File: config.mk
export PLATFORM = sky130hd
export DESIGN_NAME = beat_onset_to_clock_ticks_flat
export DESIGN_NICKNAME = d
export VERILOG_FILES = /design/src/rtl/core/btc_pkg.sv /design/src/rtl/core/btc_if.sv /design/src/rtl/core/beat_onset_to_clock_ticks.sv /design/src/rtl/core/btc_front.sv /design/src/rtl/core/btc_fifo.sv /design/src/rtl/core/btc_back.sv /design/src/flat_wrapper.sv
export SDC_FILE = /design/constraint.sdc
export NUM_CORES = 1
export LEC_CHECK = 0
export ABC_AREA = 1
export BUFFER_PORTS_ARGS = -buffer_cell sky130_fd_sc_hd__buf_2
export CELL_PAD_IN_SITES_DETAIL_PLACEMENT = 0
export CELL_PAD_IN_SITES_GLOBAL_PLACEMENT = 2
export CORE_ASPECT_RATIO = 0.6
export CORE_MARGIN = 5
export CORE_UTILIZATION = 35
export DETAILED_ROUTE_END_ITERATION = 10
export PLACE_DENSITY_LB_ADDON = 0.1
export SKIP_CTS_REPAIR_TIMING = 1
export SLEW_MARGIN = 10
export SYNTH_ARGS = -nofsm -noshare
export SYNTH_HDL_FRONTEND = slang
export SYNTH_HIERARCHICAL = 1
export SYNTH_SLANG_ARGS = --single-unit
File: constraint.sdc
create_clock -name clk -period 9.15 [get_ports clk]
set_input_delay 0.4575 -clock clk [delete_from_list [all_inputs] [get_ports clk]]
set_output_delay 0.4575 -clock clk [all_outputs]
set_load 0.02 [all_outputs]
File: src/rtl/core/btc_pkg.sv
// Shared constants, types and register codes of the beat onset to clock ticks block.
package btc_pkg;

  localparam int SAMPLE_BITS    = 24;
  localparam int TICKS_PER_BEAT = 24;
  localparam int TIME_BITS      = 32;

  localparam int THR_BITS      = 24;
  localparam int HOLD_BITS     = 20;
  localparam int CFG_IDX_BITS  = 2;
  localparam int CFG_DATA_BITS = 24;

  localparam int CMP_BITS = (SAMPLE_BITS > THR_BITS) ? SAMPLE_BITS : THR_BITS;
  localparam int SUM_BITS = (TIME_BITS > HOLD_BITS) ? TIME_BITS : HOLD_BITS;

  localparam int CNT_BITS = 3;
  localparam logic [CNT_BITS-1:0] ONSET_SAT   = 3'd5;
  localparam logic [CNT_BITS-1:0] TICKS_AFTER = 3'd4;
  localparam logic [CNT_BITS-1:0] ONSET_MIN   = 3'd1;

  localparam longint unsigned TIME_MAX   = (64'd1 << TIME_BITS) - 64'd1;
  localparam longint unsigned SPAN_Q_MAX = TIME_MAX / TICKS_PER_BEAT;
  localparam int SPAN_R_MAX  = int'(TIME_MAX % TICKS_PER_BEAT);
  localparam int SPAN_Q_BITS = $clog2(SPAN_Q_MAX + 64'd1);
  localparam int SPAN_R_BITS = (TICKS_PER_BEAT > 1) ? $clog2(TICKS_PER_BEAT) : 1;

  localparam logic [THR_BITS-1:0]  RISING_RESET  = 24'd265271;
  localparam logic [THR_BITS-1:0]  FALLING_RESET = 24'd26527;
  localparam logic [HOLD_BITS-1:0] HOLDOFF_RESET = 20'd960;

  localparam int FIFO_DEPTH = 2;
  localparam int FIFO_AW    = (FIFO_DEPTH > 1) ? $clog2(FIFO_DEPTH) : 1;
  localparam int FIFO_CW    = $clog2(FIFO_DEPTH + 1);

  typedef enum logic [CFG_IDX_BITS-1:0] {
    CFG_RISING  = 2'd0,
    CFG_FALLING = 2'd1,
    CFG_HOLDOFF = 2'd2
  } cfg_reg_t;

  typedef struct packed {
    logic                     we;
    logic [CFG_IDX_BITS-1:0]  index;
    logic [CFG_DATA_BITS-1:0] data;
  } cfg_wr_t;

  typedef struct packed {
    logic [SAMPLE_BITS-1:0] magnitude;
    logic                   above_rise;
    logic                   below_fall;
    logic [TIME_BITS-1:0]   frame;
  } item_t;

  typedef struct packed {
    logic  push;
    item_t item;
  } fifo_wr_t;

  typedef struct packed {
    logic  avail;
    item_t item;
  } fifo_rd_t;

endpackage

File: src/rtl/core/btc_if.sv
// Valid/ready channel interfaces for samples in and results out.
interface btc_in_if;
  logic                                   valid;
  logic                                   ready;
  logic signed [btc_pkg::SAMPLE_BITS-1:0] sample_value;

  modport source (output valid, output sample_value, input ready);
  modport sink (input valid, input sample_value, output ready);
endinterface

interface btc_out_if;
  logic                            valid;
  logic                            ready;
  logic [btc_pkg::SAMPLE_BITS-1:0] magnitude;
  logic                            clock_tick;
  logic                            beat_active;

  modport source (output valid, output magnitude, output clock_tick, output beat_active,
                  input ready);
  modport sink (input valid, input magnitude, input clock_tick, input beat_active,
                output ready);
endinterface

File: src/rtl/core/beat_onset_to_clock_ticks.sv
// Top level: beat onset detector driving a timing clock at TICKS_PER_BEAT ticks per beat.
// Takes one sample per clock cycle while the queue has room, returns one result per sample,
// in order. A sample passes the front end (magnitude and threshold compares) into a two-entry
// queue; the back end updates beat state and tick timing combinationally and registers the
// result. Tick period comes from running quotient and remainder counters of the onset
// spacing, so no divider is needed. The thresholds and holdoff are to be written through the
// cfg_ port by the user only while no sample is in flight; the block does not enforce it.
module beat_onset_to_clock_ticks (
  input  logic                              clk,
  input  logic                              rst_n,
  btc_in_if.sink                            in_ch,
  btc_out_if.source                         out_ch,
  input  logic                              cfg_we,
  input  logic [btc_pkg::CFG_IDX_BITS-1:0]  cfg_index,
  input  logic [btc_pkg::CFG_DATA_BITS-1:0] cfg_wdata
);

  btc_pkg::cfg_wr_t  cfg;
  btc_pkg::fifo_wr_t fifo_wr;
  btc_pkg::fifo_rd_t fifo_rd;
  logic              fifo_full;
  logic              fifo_pop;

  assign cfg.we    = cfg_we;
  assign cfg.index = cfg_index;
  assign cfg.data  = cfg_wdata;

  btc_front u_front (
    .clk       (clk),
    .rst_n     (rst_n),
    .cfg       (cfg),
    .fifo_full (fifo_full),
    .fifo_wr   (fifo_wr),
    .in_ch     (in_ch)
  );

  btc_fifo u_fifo (
    .clk   (clk),
    .rst_n (rst_n),
    .wr    (fifo_wr),
    .pop   (fifo_pop),
    .full  (fifo_full),
    .rd    (fifo_rd)
  );

  btc_back u_back (
    .clk    (clk),
    .rst_n  (rst_n),
    .cfg    (cfg),
    .rd     (fifo_rd),
    .pop    (fifo_pop),
    .out_ch (out_ch)
  );

endmodule

File: src/rtl/core/btc_front.sv
// Front end: accept samples, take magnitude, compare with thresholds, stamp frame index.
module btc_front (
  input  logic                      clk,
  input  logic                      rst_n,
  input  btc_pkg::cfg_wr_t          cfg,
  input  logic                      fifo_full,
  output btc_pkg::fifo_wr_t         fifo_wr,
  btc_in_if.sink                    in_ch
);

  logic [btc_pkg::THR_BITS-1:0]    rise_r;
  logic [btc_pkg::THR_BITS-1:0]    fall_r;
  logic [btc_pkg::TIME_BITS-1:0]   frame_r;
  logic [btc_pkg::SAMPLE_BITS-1:0] raw;
  logic [btc_pkg::SAMPLE_BITS-1:0] mag;
  logic                            push;

  assign raw  = btc_pkg::SAMPLE_BITS'(in_ch.sample_value);
  assign mag  = raw[btc_pkg::SAMPLE_BITS-1] ? (~raw + 1'b1) : raw;
  assign push = in_ch.valid && !fifo_full;

  assign in_ch.ready = !fifo_full;

  always_comb begin
    fifo_wr.push            = push;
    fifo_wr.item.magnitude  = mag;
    fifo_wr.item.above_rise = btc_pkg::CMP_BITS'(mag) > btc_pkg::CMP_BITS'(rise_r);
    fifo_wr.item.below_fall = btc_pkg::CMP_BITS'(mag) < btc_pkg::CMP_BITS'(fall_r);
    fifo_wr.item.frame      = frame_r;
  end

  always_ff @(posedge clk) begin
    if (!rst_n) begin
      rise_r  <= btc_pkg::RISING_RESET;
      fall_r  <= btc_pkg::FALLING_RESET;
      frame_r <= '0;
    end else begin
      if (cfg.we) begin
        case (cfg.index)
          btc_pkg::CFG_RISING:  rise_r <= cfg.data[btc_pkg::THR_BITS-1:0];
          btc_pkg::CFG_FALLING: fall_r <= cfg.data[btc_pkg::THR_BITS-1:0];
          default: ;
        endcase
      end
      if (push) begin
        frame_r <= frame_r + 1'b1;
      end
    end
  end

endmodule

File: src/rtl/core/btc_fifo.sv
// Short queue of classified samples between front end and back end.
module btc_fifo (
  input  logic              clk,
  input  logic              rst_n,
  input  btc_pkg::fifo_wr_t wr,
  input  logic              pop,
  output logic              full,
  output btc_pkg::fifo_rd_t rd
);

  btc_pkg::item_t               mem_r [btc_pkg::FIFO_DEPTH];
  logic [btc_pkg::FIFO_AW-1:0]  wr_ptr_r;
  logic [btc_pkg::FIFO_AW-1:0]  rd_ptr_r;
  logic [btc_pkg::FIFO_CW-1:0]  count_r;
  logic                         do_push;
  logic                         do_pop;

  assign full     = count_r == btc_pkg::FIFO_CW'(btc_pkg::FIFO_DEPTH);
  assign rd.avail = count_r != '0;
  assign rd.item  = mem_r[rd_ptr_r];
  assign do_push  = wr.push && !full;
  assign do_pop   = pop && rd.avail;

  function automatic logic [btc_pkg::FIFO_AW-1:0] ptr_inc(input logic [btc_pkg::FIFO_AW-1:0] p);
    if (p == btc_pkg::FIFO_AW'(btc_pkg::FIFO_DEPTH - 1)) begin
      return '0;
    end
    return p + 1'b1;
  endfunction

  always_ff @(posedge clk) begin
    if (do_push) begin
      mem_r[wr_ptr_r] <= wr.item;
    end
  end

  always_ff @(posedge clk) begin
    if (!rst_n) begin
      wr_ptr_r <= '0;
      rd_ptr_r <= '0;
      count_r  <= '0;
    end else begin
      if (do_push) begin
        wr_ptr_r <= ptr_inc(wr_ptr_r);
      end
      if (do_pop) begin
        rd_ptr_r <= ptr_inc(rd_ptr_r);
      end
      if (do_push && !do_pop) begin
        count_r <= count_r + 1'b1;
      end else if (do_pop && !do_push) begin
        count_r <= count_r - 1'b1;
      end
    end
  end

endmodule

File: src/rtl/core/btc_back.sv
// Back end: beat tracking, onset spacing, tick timing and the output register.
module btc_back (
  input  logic              clk,
  input  logic              rst_n,
  input  btc_pkg::cfg_wr_t  cfg,
  input  btc_pkg::fifo_rd_t rd,
  output logic              pop,
  btc_out_if.source         out_ch
);

  logic [btc_pkg::HOLD_BITS-1:0]   holdoff_r;
  logic                            in_beat_r;
  logic [btc_pkg::CNT_BITS-1:0]    cnt_r;
  logic [btc_pkg::TIME_BITS-1:0]   earliest_r;
  logic [btc_pkg::SPAN_Q_BITS-1:0] span_q_r;
  logic [btc_pkg::SPAN_R_BITS-1:0] span_r_r;
  logic [btc_pkg::SPAN_Q_BITS-1:0] period_r;
  logic [btc_pkg::TIME_BITS-1:0]   rem_r;

  logic                            out_valid_r;
  logic [btc_pkg::SAMPLE_BITS-1:0] out_mag_r;
  logic                            out_tick_r;
  logic                            out_beat_r;

  logic                            onset;
  logic                            beat_end;
  logic                            new_period;
  logic                            tick;
  logic                            in_beat_nxt;
  logic [btc_pkg::CNT_BITS-1:0]    cnt_nxt;
  logic [btc_pkg::TIME_BITS-1:0]   earliest_nxt;
  logic [btc_pkg::SPAN_Q_BITS-1:0] period_nxt;
  logic [btc_pkg::TIME_BITS-1:0]   rem_cur;
  logic [btc_pkg::TIME_BITS-1:0]   rem_nxt;
  logic [btc_pkg::SPAN_Q_BITS-1:0] base_q;
  logic [btc_pkg::SPAN_R_BITS-1:0] base_r;
  logic [btc_pkg::SPAN_Q_BITS-1:0] span_q_nxt;
  logic [btc_pkg::SPAN_R_BITS-1:0] span_r_nxt;

  assign pop = rd.avail && (!out_valid_r || out_ch.ready);

  assign out_ch.valid       = out_valid_r;
  assign out_ch.magnitude   = out_mag_r;
  assign out_ch.clock_tick  = out_tick_r;
  assign out_ch.beat_active = out_beat_r;

  always_comb begin
    onset    = !in_beat_r && (rd.item.frame > earliest_r) && rd.item.above_rise;
    beat_end = in_beat_r && rd.item.below_fall;

    in_beat_nxt  = onset || (in_beat_r && !beat_end);
    cnt_nxt      = (onset && cnt_r < btc_pkg::ONSET_SAT) ? cnt_r + 1'b1 : cnt_r;
    earliest_nxt = beat_end
                 ? btc_pkg::TIME_BITS'(btc_pkg::SUM_BITS'(rd.item.frame)
                                       + btc_pkg::SUM_BITS'(holdoff_r))
                 : earliest_r;

    new_period = onset && cnt_nxt > btc_pkg::ONSET_MIN;
    period_nxt = new_period ? span_q_r : period_r;
    rem_cur    = new_period ? btc_pkg::TIME_BITS'(span_q_r) : rem_r;
    tick       = (rem_cur == '0) && cnt_nxt > btc_pkg::TICKS_AFTER;
    rem_nxt    = tick ? btc_pkg::TIME_BITS'(period_nxt) - 1'b1 : rem_cur - 1'b1;

    base_q = onset ? '0 : span_q_r;
    base_r = onset ? '0 : span_r_r;
    if (base_q == btc_pkg::SPAN_Q_BITS'(btc_pkg::SPAN_Q_MAX)
        && base_r == btc_pkg::SPAN_R_BITS'(btc_pkg::SPAN_R_MAX)) begin
      span_q_nxt = '0;
      span_r_nxt = '0;
    end else if (base_r == btc_pkg::SPAN_R_BITS'(btc_pkg::TICKS_PER_BEAT - 1)) begin
      span_q_nxt = base_q + 1'b1;
      span_r_nxt = '0;
    end else begin
      span_q_nxt = base_q;
      span_r_nxt = base_r + 1'b1;
    end
  end

  always_ff @(posedge clk) begin
    if (pop) begin
      out_mag_r  <= rd.item.magnitude;
      out_tick_r <= tick;
      out_beat_r <= in_beat_nxt;
    end
  end

  always_ff @(posedge clk) begin
    if (!rst_n) begin
      holdoff_r   <= btc_pkg::HOLDOFF_RESET;
      in_beat_r   <= 1'b0;
      cnt_r       <= '0;
      earliest_r  <= '0;
      span_q_r    <= '0;
      span_r_r    <= '0;
      period_r    <= '0;
      rem_r       <= '0;
      out_valid_r <= 1'b0;
    end else begin
      if (cfg.we) begin
        case (cfg.index)
          btc_pkg::CFG_HOLDOFF: holdoff_r <= cfg.data[btc_pkg::HOLD_BITS-1:0];
          default: ;
        endcase
      end
      if (pop) begin
        in_beat_r  <= in_beat_nxt;
        cnt_r      <= cnt_nxt;
        earliest_r <= earliest_nxt;
        span_q_r   <= span_q_nxt;
        span_r_r   <= span_r_nxt;
        period_r   <= period_nxt;
        rem_r      <= rem_nxt;
        out_valid_r <= 1'b1;
      end else if (out_ch.ready) begin
        out_valid_r <= 1'b0;
      end
    end
  end

  a_cnt_sat: assert property (@(posedge clk) disable iff (!rst_n)
    cnt_r <= btc_pkg::ONSET_SAT)
    else $error("onset count beyond saturation");

  a_span_rem: assert property (@(posedge clk) disable iff (!rst_n)
    span_r_r <= btc_pkg::SPAN_R_BITS'(btc_pkg::TICKS_PER_BEAT - 1))
    else $error("span remainder out of range");

  a_tick_needs_beats: assert property (@(posedge clk) disable iff (!rst_n)
    out_valid_r && out_tick_r |-> cnt_r > btc_pkg::TICKS_AFTER)
    else $error("tick before enough onsets");

  a_tick_rearm: assert property (@(posedge clk) disable iff (!rst_n)
    pop && tick |=> rem_r == btc_pkg::TIME_BITS'(period_r) - 1'b1)
    else $error("tick countdown not rearmed from period");

endmodule
File: src/flat_wrapper.sv
// flat-port wrapper written by rule: the top's interface ports become plain ports
module beat_onset_to_clock_ticks_flat 
  (clk, rst_n, cfg_we, cfg_index, cfg_wdata, in_ch_valid, in_ch_sample_value, in_ch_ready, out_ch_valid, out_ch_magnitude, out_ch_clock_tick, out_ch_beat_active, out_ch_ready);
  btc_in_if in_ch_i ();
  btc_out_if out_ch_i ();
  input  logic clk;
  input  logic rst_n;
  input  logic cfg_we;
  input  logic [btc_pkg::CFG_IDX_BITS-1:0] cfg_index;
  input  logic [btc_pkg::CFG_DATA_BITS-1:0] cfg_wdata;
  input wire logic [$bits(in_ch_i.valid)-1:0] in_ch_valid;
  input wire logic [$bits(in_ch_i.sample_value)-1:0] in_ch_sample_value;
  output wire logic [$bits(in_ch_i.ready)-1:0] in_ch_ready;
  output wire logic [$bits(out_ch_i.valid)-1:0] out_ch_valid;
  output wire logic [$bits(out_ch_i.magnitude)-1:0] out_ch_magnitude;
  output wire logic [$bits(out_ch_i.clock_tick)-1:0] out_ch_clock_tick;
  output wire logic [$bits(out_ch_i.beat_active)-1:0] out_ch_beat_active;
  input wire logic [$bits(out_ch_i.ready)-1:0] out_ch_ready;
  assign in_ch_i.valid = in_ch_valid;
  assign in_ch_i.sample_value = in_ch_sample_value;
  assign in_ch_ready = in_ch_i.ready;
  assign out_ch_valid = out_ch_i.valid;
  assign out_ch_magnitude = out_ch_i.magnitude;
  assign out_ch_clock_tick = out_ch_i.clock_tick;
  assign out_ch_beat_active = out_ch_i.beat_active;
  assign out_ch_i.ready = out_ch_ready;
  beat_onset_to_clock_ticks u_core (.clk(clk), .rst_n(rst_n), .in_ch(in_ch_i), .out_ch(out_ch_i), .cfg_we(cfg_we), .cfg_index(cfg_index), .cfg_wdata(cfg_wdata));
endmodule
==> impl_metrics.ini <==
[logic_synthesis]
syn-cell-area_um2 = 22500
syn_nets = 3154
netlist_instances = 2988
synth_area_per_cell_um2 = 7.52
synth_warnings = 6
ys_seq_area_share_pct = 39.9
synth_seq_cells = 377
synth-async-reset-ratio_pct = 0
ys.flop_type = dfxtp_1
synth_edf_count = 142
yosysUniqueCellTypes = 56

[hold_path]
min_from = in_ch_sample_value[0]
hold_depth = 1
hold_end = u_core/u_fifo/mem_r[1][34]
hold_path.class = in2reg

[die]
die_x_um = 337
fp.dieH_um = 206
dieArea_um2 = 69500
initial_utilization_pct = 35.6
io_pins = 83
row_count = 71
core_um2 = 63100

[global_routing]
grt_pass1_vias = 18500
grt_max_degree = 78
grt_overflow = 0
grt_usage_pct = 21.1
grt_pass1_wl_um = 113000
antenna_found_initial = 2

[status]
outcome = completed

[power_and_ir_drop]
pwr-share-seq_pct = 26.3
ir_drop_v = 0.000225
p_comb_share_pct = 52.9
powerDensity_nw_per_um2 = 348
p_sw_uw = 4240
p_int_uw = 4450
swShare_pct = 48.8
power_frac_clock_pct = 20.9
p_leak_uw = 0.0110
power_uw = 8700

[cts]
tritoncts = built
cts.sinks = 377
htreeDepth = 2
path_clk_slew_ns = 0.06
cts_root_buf = clkbuf_16
cts-buffers-inserted = 41
clock_latency_ns = 0.59
cts_buffer_depth = 3

[route]
post_drt_via_cell_ratio = 5.01
via_count = 19500
drt_iter0_drc = 1575
wire_per_inst_um = 18.8
wl_um = 73500
dr.pass1.iters = 8
postRouteAntennaNets = 0
drc = 0

[setup_path]
worstPathArrival_ns = 7.38
critPathKind = reg2reg
crit-reg2reg-capture = u_core/u_back/rem_r[30]
worstPathRequired_ns = 9.67
crit_path_frequent_cell = nand2_1
critPathMaxStageDelay_ns = 0.78
reg2reg_slack_ns = 2.29
reg2reg_depth = 28
start_kind = flop
worstPathMaxFanout = 71
slowest_stage = nor2_4
end_kind = flop

[finish]
postLayoutCellArea_um2 = 25000
n_fill_cell = 6553
most-common-layout-cells = nand2_1, inv_1, nor2_1, dfxtp_1, nand3_1
fin_cells = 3900
fin_nets = 3195
multi_input_area_um2 = 11500
syn2layout_area_growth_pct = 11.1
mostFrequentLayoutCell = nand2_1
regArea_um2 = 8970
final_layout_size_suffix_gt1_share_pct = 11.0
antenna_cells = 0

[timing]
tightest_slew_ns = 1.10
fin_crit_ns = 6.86
max_slew_margin_pct = 26.6
hold_viol = 0
slew_violations = 0
fmax_ghz = 0.146
rsz0062_at_grt = false
skew_ns = 0.0339
finalCritPeriodShare_pct = 75.0
fin_setup_tns_ns = 0
setup_viol = 0

[placement]
io_buffer_count = 82
placed_cells = 3825
postPlaceCellArea_um2 = 23500
gp_congestion = 0.894
hpwl_um = 54500

[flow_run]
max-cap-violations = 0
[registers in the layout, summed over array words and instances, names as in the netlist, 20 cells and up, named ones only]
| name | count |
|---|---|
| u_core/u_front/rise_r | 24 |
| u_core/u_back/rem_r | 32 |
| u_core/u_fifo/mem_r | 116 |
| u_core/u_back/out_ch.magnitude | 24 |
| u_core/u_front/fall_r | 24 |
| u_core/u_back/period_r | 28 |
| u_core/u_front/frame_r | 32 |
| u_core/u_back/span_q_r | 28 |
| u_core/u_back/earliest_r | 32 |
| u_core/u_back/holdoff_r | 20 |
[final cells by class]
| class | count | area share (%) |
|---|---|---|
| tap | 839 | 4.21 |
| clock buffer | 49 | 4.35 |
| multi-input combinational | 2105 | 45.9 |
| timing repair buffer | 95 | 2.05 |
| inverter | 409 | 6.16 |
| sequential | 377 | 35.9 |
| clock inverter | 26 | 1.38 |
[critical path, delay by kind of cell (launching register included)]
kind | cells | cell delay (ns)
and+or+nand+nor | 19 | 3.67
muxes | 1 | 0.43
DFF | 1 | 0.72
adders and majority gates | 2 | 0.57
buffers and inverters | 1 | 0.16
AOI/OAI and AO/OA | 5 | 1.19
[power groups by stage]
stage,logic [uW],clock network [uW],registers [uW]
floorplan,3180,0,2330
global placement,4520,0,2310
detailed placement,4500,0,2320
CTS,4520,1880,2280
global route,5080,1950,2320
finish,4600,1820,2280
[worst max-delay path by stage]
| stage | depth (start not counted) | endpoint | startpoint | slack (ns) |
|---|---|---|---|---|
| 2_1_floorplan | 26 | u_core/u_back/span_q_r[14] | flop | 4.84 |
| 3_3_place_gp | 27 | u_core/u_back/rem_r[2] | flop | 2.46 |
| 3_5_place_dp | 28 | u_core/u_back/rem_r[30] | flop | 2.29 |
| 4_1_cts | 28 | u_core/u_back/rem_r[31] | flop | 2.29 |
| 5_1_grt | 27 | u_core/u_back/rem_r[13] | flop | 1.61 |
| 6_report | 28 | u_core/u_back/rem_r[30] | flop | 2.29 |
[per-stage QoR]
step	worst slack, ns	util [%]	hold slack, ns
floorplan	4.84	-	0.426
detailed placement	2.29	37.3	0.450
finish	2.29	39.6	0.103
global placement	2.46	37.3	0.445
global route	1.61	39.6	0.0723
CTS	2.29	39.6	0.0530
[cell usage after synthesis (4+ instances only)]
cell type	number	area share, %
nand4_1	44	1.2
buf_6	13	0.65
clkinv_1	4	0.067
buf_4	4	0.13
o21ai_1	9	0.20
nand2_2	21	0.58
clkbuf_1	57	0.95
nand3_2	21	0.94
o211ai_1	57	1.9
dfxtp_1	235	21
mux2_4	20	1.3
nand2_4	4	0.20
nor2_4	14	0.70
nand3b_1	7	0.23
edfxtp_1	142	19
buf_2	16	0.36
nand2_1	714	12
buf_1	5	0.084
a21oi_1	187	4.2
mux2_2	38	1.9
inv_1	397	6.6
nor4_1	8	0.22
nand3_1	213	4.7
nor2_2	29	0.81
nor3_1	34	0.76
xor2_1	47	1.8
ha_1	110	6.1
o21ai_0	134	3.0
a21o_1	6	0.20
nor2_1	325	5.4
o21a_1	7	0.23
xnor2_1	15	0.58
inv_2	8	0.13
[cell families after synthesis]
logic type / count (synthesis) / share of synthesized area (%)
AND/OR/NAND/NOR: 1454 / 28.6
buffers and inverters: 506 / 9.14
AO/OA/AOI/OAI: 420 / 10.4
flip-flops: 377 / 39.9
adder cells (fa/ha/maj): 111 / 6.21
XOR/XNOR: 62 / 2.42
multiplexers: 58 / 3.24
[per-layer routing]
layer  global-route usage, %  up-vias  wire length, um  part of all wire (%)
li1                        -     9881                -                     -
met4                    3.73        0              937                   1.3
met2                    26.6      486            25900                    35
met3                    5.26       67             5600                   7.6
met5                       0        -                0                     0
met1                    35.0     9112            41100                    56
(Power assumes the default switching activity.)
